$ cat src/sv/lrt_pkg.sv
// types and constants shared by the line receiver modules
`timescale 1ns / 1ps

package lrt_pkg;

    // request kinds
    localparam logic REQ_START = 1'b0;
    localparam logic REQ_POLL  = 1'b1;

    // end status codes
    localparam logic [1:0] ST_COMPLETE = 2'd0;
    localparam logic [1:0] ST_TOO_LONG = 2'd1;
    localparam logic [1:0] ST_SILENCE  = 2'd2;
    localparam logic [1:0] ST_CUT      = 2'd3;

    // register indexes
    localparam logic [1:0] CFG_MAX_LEN         = 2'd0;
    localparam logic [1:0] CFG_IDLE_POLL_LIMIT = 2'd1;
    localparam logic [1:0] CFG_IDLE_TICK_LIMIT = 2'd2;
    localparam logic [1:0] CFG_CLOCK_PRESENT   = 2'd3;

    localparam logic [7:0] CH_NEWLINE = 8'h0A;
    localparam logic [7:0] CH_RETURN  = 8'h0D;

    localparam logic [8:0]  MAX_LEN_RESET    = 9'd256;
    localparam logic [31:0] IDLE_POLL_RESET  = 32'd1000;

    typedef struct packed {
        logic        clock_present;
        logic [31:0] idle_tick_limit;
        logic [31:0] idle_poll_limit;
        logic [8:0]  max_len;
    } cfg_t;

    typedef struct packed {
        logic [63:0] now_time;
        logic [7:0]  byte_value;
        logic        byte_ready;
        logic        req_type;
    } req_t;

    typedef struct packed {
        logic [7:0] line_length;
        logic [1:0] end_status;
        logic       line_done;
        logic [7:0] store_char;
        logic [7:0] store_index;
        logic       store_valid;
    } res_t;

endpackage

$ cat src/sv/line_receiver_with_timeouts_top.sv
// top level of the line receiver with idle and tick timeouts
`timescale 1ns / 1ps

// Receives one text line from a polled byte source. Each request on the
// s_ channel is either a start (opens a line, clears the counts, latches
// the tick) or one poll of the source with its readiness, byte and tick.
// Every request gives exactly one result on the m_ channel: a stored byte
// with its index, the end of the line with its status and length (tlast),
// or an empty result. The user must write registers on the cfg_ channel
// only while the block is idle; the block does not enforce this and always
// accepts writes. A request passes through the input register, then the
// decision logic into the result register.
// Throughput is one request per cycle while the result side does not stall;
// the line state updates in a single pass, so back-to-back requests never
// wait on each other. When the result side stalls, the result register holds
// and the input register can take one more request before s_tready drops.
// Reset clears the line state (no line open) and loads the register
// defaults; no clearing pass is needed.

module line_receiver_with_timeouts_top #(
    parameter int MAX_LINE    = 256,
    parameter int LINE_FACTOR = 4
) (
    input  logic        aclk,
    input  logic        aresetn,
    input  logic        s_tvalid,
    output logic        s_tready,
    input  logic [71:0] s_tdata,   // byte_value[7:0], now_time[71:8]
    input  logic [1:0]  s_tuser,   // req_type[0], byte_ready[1]
    output logic        m_tvalid,
    input  logic        m_tready,
    output logic [23:0] m_tdata,   // store_index[7:0], store_char[15:8], line_length[23:16]
    output logic [2:0]  m_tuser,   // store_valid[0], end_status[2:1]
    output logic        m_tlast,
    input  logic        cfg_valid,
    output logic        cfg_ready,
    input  logic [1:0]  cfg_index,
    input  logic [31:0] cfg_data
);
    import lrt_pkg::*;

    localparam int LF_W   = $clog2(LINE_FACTOR + 1);
    localparam int PROD_W = 32 + LF_W;

    cfg_t              cfg;
    logic [PROD_W-1:0] poll_bound;
    logic [PROD_W-1:0] tick_bound;
    logic              in_valid_reg;
    req_t              in_req_reg;
    logic              in_take;
    logic              out_valid;
    res_t              out_res;

    assign s_tready = !in_valid_reg || in_take;

    always_ff @(posedge aclk) begin
        if (!aresetn) begin
            in_valid_reg <= 1'b0;
        end else if (s_tready) begin
            in_valid_reg <= s_tvalid;
        end
    end

    always_ff @(posedge aclk) begin
        if (s_tvalid && s_tready) begin
            in_req_reg.req_type   <= s_tuser[0];
            in_req_reg.byte_ready <= s_tuser[1];
            in_req_reg.byte_value <= s_tdata[7:0];
            in_req_reg.now_time   <= s_tdata[71:8];
        end
    end

    lrt_cfg #(
        .LINE_FACTOR (LINE_FACTOR),
        .PROD_W      (PROD_W)
    ) u_cfg (
        .aclk       (aclk),
        .aresetn    (aresetn),
        .cfg_valid  (cfg_valid),
        .cfg_ready  (cfg_ready),
        .cfg_index  (cfg_index),
        .cfg_data   (cfg_data),
        .cfg        (cfg),
        .poll_bound (poll_bound),
        .tick_bound (tick_bound)
    );

    lrt_core #(
        .MAX_LINE (MAX_LINE),
        .PROD_W   (PROD_W)
    ) u_core (
        .aclk       (aclk),
        .aresetn    (aresetn),
        .cfg        (cfg),
        .poll_bound (poll_bound),
        .tick_bound (tick_bound),
        .in_valid   (in_valid_reg),
        .in_req     (in_req_reg),
        .in_take    (in_take),
        .m_valid    (out_valid),
        .m_ready    (m_tready),
        .m_res      (out_res)
    );

    assign m_tvalid = out_valid;
    assign m_tdata  = {out_res.line_length, out_res.store_char, out_res.store_index};
    assign m_tuser  = {out_res.end_status, out_res.store_valid};
    assign m_tlast  = out_res.line_done;

    // a result never both stores a byte and ends the line
    a_store_xor_done: assert property (@(posedge aclk) disable iff (!aresetn)
        m_tvalid |-> !(m_tuser[0] && m_tlast))
        else $error("result stores a byte and ends the line");

    // status and length stay zero unless the line ends
    a_idle_fields: assert property (@(posedge aclk) disable iff (!aresetn)
        (m_tvalid && !m_tlast) |-> (m_tuser[2:1] == ST_COMPLETE && m_tdata[23:16] == 8'd0))
        else $error("end fields set without line end");

    // a held request in the input register is not lost or overwritten
    a_input_hold: assert property (@(posedge aclk) disable iff (!aresetn)
        (in_valid_reg && !in_take) |=> (in_valid_reg && $stable(in_req_reg)))
        else $error("pending request dropped");

endmodule

$ cat src/sv/lrt_cfg.sv
// configuration registers and the precomputed overall bounds
`timescale 1ns / 1ps

module lrt_cfg #(
    parameter int LINE_FACTOR = 4,
    parameter int PROD_W      = 35
) (
    input  logic               aclk,
    input  logic               aresetn,
    input  logic               cfg_valid,
    output logic               cfg_ready,
    input  logic [1:0]         cfg_index,
    input  logic [31:0]        cfg_data,
    output lrt_pkg::cfg_t      cfg,
    output logic [PROD_W-1:0]  poll_bound,
    output logic [PROD_W-1:0]  tick_bound
);
    import lrt_pkg::*;

    cfg_t              cfg_reg;
    logic [PROD_W-1:0] poll_bound_reg;
    logic [PROD_W-1:0] tick_bound_reg;
    logic [PROD_W-1:0] data_prod;

    assign cfg_ready = 1'b1;
    // bounds are formed once at write time, no wrap
    assign data_prod = PROD_W'(cfg_data) * PROD_W'(LINE_FACTOR);

    always_ff @(posedge aclk) begin
        if (!aresetn) begin
            cfg_reg.max_len         <= MAX_LEN_RESET;
            cfg_reg.idle_poll_limit <= IDLE_POLL_RESET;
            cfg_reg.idle_tick_limit <= '0;
            cfg_reg.clock_present   <= 1'b0;
            poll_bound_reg          <= PROD_W'(IDLE_POLL_RESET) * PROD_W'(LINE_FACTOR);
            tick_bound_reg          <= '0;
        end else if (cfg_valid) begin
            case (cfg_index)
                CFG_MAX_LEN: begin
                    cfg_reg.max_len <= cfg_data[8:0];
                end
                CFG_IDLE_POLL_LIMIT: begin
                    cfg_reg.idle_poll_limit <= cfg_data;
                    poll_bound_reg          <= data_prod;
                end
                CFG_IDLE_TICK_LIMIT: begin
                    cfg_reg.idle_tick_limit <= cfg_data;
                    tick_bound_reg          <= data_prod;
                end
                CFG_CLOCK_PRESENT: begin
                    cfg_reg.clock_present <= cfg_data[0];
                end
                default: begin
                    cfg_reg <= cfg_reg;
                end
            endcase
        end
    end

    assign cfg        = cfg_reg;
    assign poll_bound = poll_bound_reg;
    assign tick_bound = tick_bound_reg;

endmodule

$ cat src/sv/lrt_core.sv
// line state, per-request decision logic and the result register
`timescale 1ns / 1ps

module lrt_core #(
    parameter int MAX_LINE = 256,
    parameter int PROD_W   = 35
) (
    input  logic               aclk,
    input  logic               aresetn,
    input  lrt_pkg::cfg_t      cfg,
    input  logic [PROD_W-1:0]  poll_bound,
    input  logic [PROD_W-1:0]  tick_bound,
    input  logic               in_valid,
    input  lrt_pkg::req_t      in_req,
    output logic               in_take,
    output logic               m_valid,
    input  logic               m_ready,
    output lrt_pkg::res_t      m_res
);
    import lrt_pkg::*;

    localparam logic [8:0] CAP_LIMIT = (MAX_LINE < 256) ? 9'(MAX_LINE) : 9'd256;

    logic        active_reg, active_next;
    logic [7:0]  char_count_reg, char_count_next;
    logic [31:0] idle_count_reg, idle_count_next;
    logic [31:0] poll_total_reg, poll_total_next;
    logic [63:0] start_time_reg, start_time_next;
    logic [63:0] last_time_reg, last_time_next;
    logic        m_valid_reg;
    res_t        res_reg, res_next;

    logic [8:0]  cap;
    logic [31:0] idle_inc, poll_inc;
    logic [63:0] gap_last, gap_start;
    logic        timed, over_idle, over_polls, over_tick_last, over_tick_start;
    logic [1:0]  quiet_status;

    assign in_take = in_valid && (!m_valid_reg || m_ready);

    assign cap       = (cfg.max_len > CAP_LIMIT) ? CAP_LIMIT : cfg.max_len;
    assign timed     = cfg.clock_present && (cfg.idle_tick_limit != '0);
    assign idle_inc  = (&idle_count_reg) ? idle_count_reg : idle_count_reg + 32'd1;
    assign poll_inc  = (&poll_total_reg) ? poll_total_reg : poll_total_reg + 32'd1;
    assign gap_last  = in_req.now_time - last_time_reg;
    assign gap_start = in_req.now_time - start_time_reg;

    assign over_idle       = idle_inc > cfg.idle_poll_limit;
    assign over_polls      = PROD_W'(poll_inc) > poll_bound;
    assign over_tick_last  = gap_last > 64'(cfg.idle_tick_limit);
    assign over_tick_start = gap_start > 64'(tick_bound);
    assign quiet_status    = (char_count_reg == '0) ? ST_SILENCE : ST_CUT;

    always_comb begin
        active_next     = active_reg;
        char_count_next = char_count_reg;
        idle_count_next = idle_count_reg;
        poll_total_next = poll_total_reg;
        start_time_next = start_time_reg;
        last_time_next  = last_time_reg;
        res_next        = '0;

        if (in_req.req_type == REQ_START) begin
            active_next     = 1'b1;
            char_count_next = '0;
            idle_count_next = '0;
            poll_total_next = '0;
            start_time_next = in_req.now_time;
            last_time_next  = in_req.now_time;
            if (cap == '0) begin
                active_next         = 1'b0;
                res_next.line_done  = 1'b1;
                res_next.end_status = ST_TOO_LONG;
            end
        end else if (active_reg) begin
            if (!in_req.byte_ready) begin
                idle_count_next = idle_inc;
                if (over_idle) begin
                    active_next          = 1'b0;
                    res_next.line_done   = 1'b1;
                    res_next.end_status  = quiet_status;
                    res_next.line_length = char_count_reg;
                end else begin
                    poll_total_next = poll_inc;
                    if (over_polls || (timed && (over_tick_last || over_tick_start))) begin
                        active_next          = 1'b0;
                        res_next.line_done   = 1'b1;
                        res_next.end_status  = quiet_status;
                        res_next.line_length = char_count_reg;
                    end
                end
            end else begin
                idle_count_next = '0;
                poll_total_next = poll_inc;
                if (over_polls) begin
                    // ends cut short even with nothing stored
                    active_next          = 1'b0;
                    res_next.line_done   = 1'b1;
                    res_next.end_status  = ST_CUT;
                    res_next.line_length = char_count_reg;
                end else begin
                    last_time_next = in_req.now_time;
                    if (timed && over_tick_start) begin
                        active_next          = 1'b0;
                        res_next.line_done   = 1'b1;
                        res_next.end_status  = ST_CUT;
                        res_next.line_length = char_count_reg;
                    end else if (in_req.byte_value == CH_NEWLINE) begin
                        active_next          = 1'b0;
                        res_next.line_done   = 1'b1;
                        res_next.end_status  = ST_COMPLETE;
                        res_next.line_length = char_count_reg;
                    end else if (in_req.byte_value == CH_RETURN) begin
                        active_next = active_reg;
                    end else if ({1'b0, char_count_reg} + 9'd1 >= cap) begin
                        // no room left for the terminator
                        active_next          = 1'b0;
                        res_next.line_done   = 1'b1;
                        res_next.end_status  = ST_TOO_LONG;
                        res_next.line_length = char_count_reg;
                    end else begin
                        res_next.store_valid = 1'b1;
                        res_next.store_index = char_count_reg;
                        res_next.store_char  = in_req.byte_value;
                        char_count_next      = char_count_reg + 8'd1;
                    end
                end
            end
        end
    end

    always_ff @(posedge aclk) begin
        if (!aresetn) begin
            active_reg     <= 1'b0;
            char_count_reg <= '0;
            idle_count_reg <= '0;
            poll_total_reg <= '0;
            start_time_reg <= '0;
            last_time_reg  <= '0;
            m_valid_reg    <= 1'b0;
        end else begin
            if (in_take) begin
                active_reg     <= active_next;
                char_count_reg <= char_count_next;
                idle_count_reg <= idle_count_next;
                poll_total_reg <= poll_total_next;
                start_time_reg <= start_time_next;
                last_time_reg  <= last_time_next;
                m_valid_reg    <= 1'b1;
            end else if (m_ready) begin
                m_valid_reg <= 1'b0;
            end
        end
    end

    always_ff @(posedge aclk) begin
        if (in_take) begin
            res_reg <= res_next;
        end
    end

    assign m_valid = m_valid_reg;
    assign m_res   = res_reg;

endmodule
$ cat config.mk
export PLATFORM = sky130hd
export DESIGN_NAME = line_receiver_with_timeouts_top
export DESIGN_NICKNAME = d
export VERILOG_FILES = /design/src/sv/lrt_pkg.sv /design/src/sv/line_receiver_with_timeouts_top.sv /design/src/sv/lrt_cfg.sv /design/src/sv/lrt_core.sv
export SDC_FILE = /design/constraint.sdc
export NUM_CORES = 1
export LEC_CHECK = 0
export BUFFER_PORTS_ARGS = -buffer_cell sky130_fd_sc_hd__buf_2
export CAP_MARGIN = 40
export CELL_PAD_IN_SITES_DETAIL_PLACEMENT = 1
export CELL_PAD_IN_SITES_GLOBAL_PLACEMENT = 2
export CORE_ASPECT_RATIO = 0.75
export CORE_MARGIN = 1
export CORE_UTILIZATION = 40
export CTS_CLUSTER_SIZE = 28
export DETAILED_ROUTE_END_ITERATION = 16
export PLACE_DENSITY = 0.87
export REMOVE_ABC_BUFFERS = 1
export SLEW_MARGIN = 10
export SYNTH_ARGS = -nofsm -noshare
export SYNTH_HDL_FRONTEND = slang
export SYNTH_SLANG_ARGS = --single-unit
$ cat constraint.sdc
create_clock -name aclk -period 14.8 [get_ports aclk]
set_input_delay 2.22 -clock aclk [delete_from_list [all_inputs] [get_ports aclk]]
set_output_delay 2.22 -clock aclk [all_outputs]
set_load 0.01 [all_outputs]
==> flow_summary.yaml <==
worst_setup_path:
  rr_worst_depth: 22
  reg2reg_setup_slack_ns: 7.44
  r2r_start: "u_core.idle_count_reg[0]$_SDFFE_PN0P_"
  cp_max_fo: 9
  start_kind: "register"
  critPathKind: "register to register"
  rr_endpoint: "u_core.m_res[22]$_SDFFCE_PN0P_"
  crit_path_start: "u_core.idle_count_reg[0]$_SDFFE_PN0P_"
  arrival_ns: 7.69
  setup.worst_path.end: "u_core.m_res[22]$_SDFFCE_PN0P_"
  critPathCaptureType: "register"
  cp_data_required_time_ns: 15.13
route:
  route.vias.total: 27784
  via_per_inst: 5.92
  drc: 0
  wl_per_cell_microns: 22.9
  ant_nets: 0
  first_iter_violations: 2348
  drt_wl_total_mm: 108
  drtPass1Iterations: 5
sta:
  fin_tns_setup_ns: 0
  fin_crit_ns: 7.36
  slew_viol_final: 0
  fmax_mhz: 136
  worst_pin_slew_ns: 0.879
  period_share_pct: 49.7
  grt_setup_unrepaired: "false"
  hold_viol_final: 0
  relSlewSlack_pct: 41.4
  finalClockSkew_ns: 0.0179
  setup_slack_ns: 7.44
  report.final.setup_viol: 0
synth:
  synth_common_cells: "nand2_1, a21oi_1, dfxtp_1"
  synth_cell_type_count: 100
  avgSynthCellArea_sq_um: 7.59
  yosys_most_used_dff: "dfxtp_1"
  ys_seq_area_share_pct: 30.7
  synth_area_sq_mm: 0.0281
  ys_top_cells_by_area: "dfxtp_1, ha_1, edfxtp_1"
  syn_inst: 3698
  synth_most_common_cell: "nand2_1"
  synth_seq_cells: 379
  async_reset_ff_share_pct: 0
  ys_warn_count: 0
  yosysTopAreaCell: "dfxtp_1"
  synth_top_cell_area_share_pct: 19.8
  synth_edf_count: 102
floorplan:
  initial_core_util_pct: 40.7
  rows: 83
  core_area_sq_mm: 0.0690
  die_w_microns: 308
  die_area_sq_mm: 0.0712
  die_y_microns: 231
  io_pins: 144
flow_run:
  max_cap_violations: 0
global_routing:
  antenna_found_initial: 4
  grt_pass1_wl_mm: 163
  grt_usage_pct: 29.6
  grt_pass1_vias: 26672
  grt-ovfl-total: 0
  grt_start_max_net_pins: 105
place:
  dpl_worst_slack_ns: 7.58
  detailed_place.area_sq_mm: 0.0295
  dp_cells: 4621
  portBuffers: 142
  dp_hpwl_mm: 85.7
  place.gp.congestion: 0.955
clocking:
  cts_tree: "done"
  cts_root_buffer: "clkbuf_16"
  cts_resized: 0
  clk_pin_slew_worst_paths_ns: 0.06
  post-cts-setup-buffer-count: 0
  clock_path_buffers: 3
  cts_buffers: 41
  htreeDepth: 2
  cts.sinks: 379
  postCtsHoldBufs: 0
  clock_latency_ns: 0.60
power:
  cellPowerDensity_mw_per_mm2: 96.0
  power_mw: 2.98
  ir_worst_vdd_v: 0.0000817
  p_leak_nw: 11.3
cells_and_area:
  fill_cells: 8550
  fin_area_sq_mm: 0.0310
  instances_no_fill: 4697
  fin_nets: 4109
  area_growth_syn_to_layout_pct: 10.4
  layout-drive-gt1-share_pct: 7.95
outcome:
  run_status: "finished, final reports clean"
min_path:
  hold_path_class: "register to register"
==> cell usage in the layout (no fill, tap or decap), types with 17 or more instances in the layout <==
cell	count
a211oi_1	25
a21o_1	53
a21oi_1	443
a22oi_1	38
a31oi_1	20
and2_1	31
and3_1	36
buf_2	143
buf_4	26
clkbuf_16	43
dfxtp_1	277
edfxtp_1	102
ha_1	265
inv_1	235
mux2i_1	20
nand2_1	658
nand2b_1	19
nand3_1	85
nand4_1	110
nor2_1	265
nor2b_1	29
nor3_1	71
nor4_1	32
o211ai_1	41
o21a_1	46
o21ai_0	166
o21bai_1	21
or2_2	17
or3_1	17
xnor2_1	95
xor2_1	53
==> stage by stage <==
| stage | utilization [%] | hold WS [ns] |
|---|---|---|
| floorplan | - | 0.436 |
| global placement | 42.8 | 0.442 |
| detailed placement | 42.8 | 0.447 |
| CTS | 44.9 | 0.456 |
| global route | 44.9 | 0.468 |
| finish | 44.9 | 0.454 |
==> layer usage <==
layer / GRT usage [%] / wire length (microns)
met1: 46.6 / 55200
met3: 6.55 / 9170
met4: 6.00 / 1790
met5: 0 / 0
met2: 40.1 / 41500
==> kinds of logic after synthesis <==
logic type | count (synthesis) | share of synthesized area (%)
other | 1 | 0.0134
AO/OA/AOI/OAI | 1006 | 22.1
flip-flops | 379 | 30.7
multiplexers | 22 | 0.793
AND/OR/NAND/NOR | 1451 | 24.0
buffers and inverters | 424 | 5.76
XOR/XNOR | 148 | 4.62
adder cells (fa/ha/maj) | 267 | 12.0
==> critical path, cell delays in order, from the launching register on <==
cell       delay (ns)
dfxtp_1          0.36
ha_1             0.25
nand2_1          0.12
nor4_1           0.07
or4b_2           0.33
nand4_1          0.28
nor3_1           0.35
nand4_1          0.27
or2_2            0.43
nor2_1           0.36
nand3_1          0.21
xnor2_1          0.17
ha_1             0.31
a2111oi_0        0.37
o21ai_0          0.20
o2111ai_1        0.14
and3_1           0.55
o2111a_1         0.27
nand4_1          0.09
or4_1            0.73
or4b_4           0.62
a211oi_4         0.47
nor2_1           0.12
==> cell type report <==
type                    count  area, sq um  share of cell area (%)
flip-flops and latches    379         8610                    27.8
clock buffers              60         1220                    3.95
inverters                 239          905                    2.92
diodes                      2         5.00                  0.0162
well taps                 935         1170                    3.78
repair buffers            173          972                    3.14
clock inverters            14          211                   0.682
multi-input cells        2895        17900                    57.7
==> power by group <==
part | leakage, nW | total [mW] | internal (mW) | switching [mW]
Combinational | 7.38 | 0.701 | 0.238 | 0.463
Clock | 0.703 | 1.13 | 0.663 | 0.472
Sequential | 3.23 | 1.14 | 1.10 | 0.0376
==> worst min path at each step <==
stage / from / end / slack [ns] / cells after the start
floorplan: u_cfg.cfg[10]$_SDFFE_PN0P_ / u_cfg.cfg[10]$_SDFFE_PN0P_ / 0.44 / 2
detailed placement: u_core.start_time_reg[45]$_SDFFE_PN0P_ / u_core.start_time_reg[45]$_SDFFE_PN0P_ / 0.45 / 2
global route: u_core.last_time_reg[43]$_SDFFE_PN0P_ / u_core.last_time_reg[43]$_SDFFE_PN0P_ / 0.47 / 2
CTS: u_core.start_time_reg[45]$_SDFFE_PN0P_ / u_core.start_time_reg[45]$_SDFFE_PN0P_ / 0.46 / 2
finish: u_core.last_time_reg[26]$_SDFFE_PN0P_ / u_core.last_time_reg[26]$_SDFFE_PN0P_ / 0.45 / 2
global placement: u_cfg.cfg[24]$_SDFFE_PN0P_ / u_cfg.cfg[24]$_SDFFE_PN0P_ / 0.44 / 2
(Power assumes the default switching activity.)
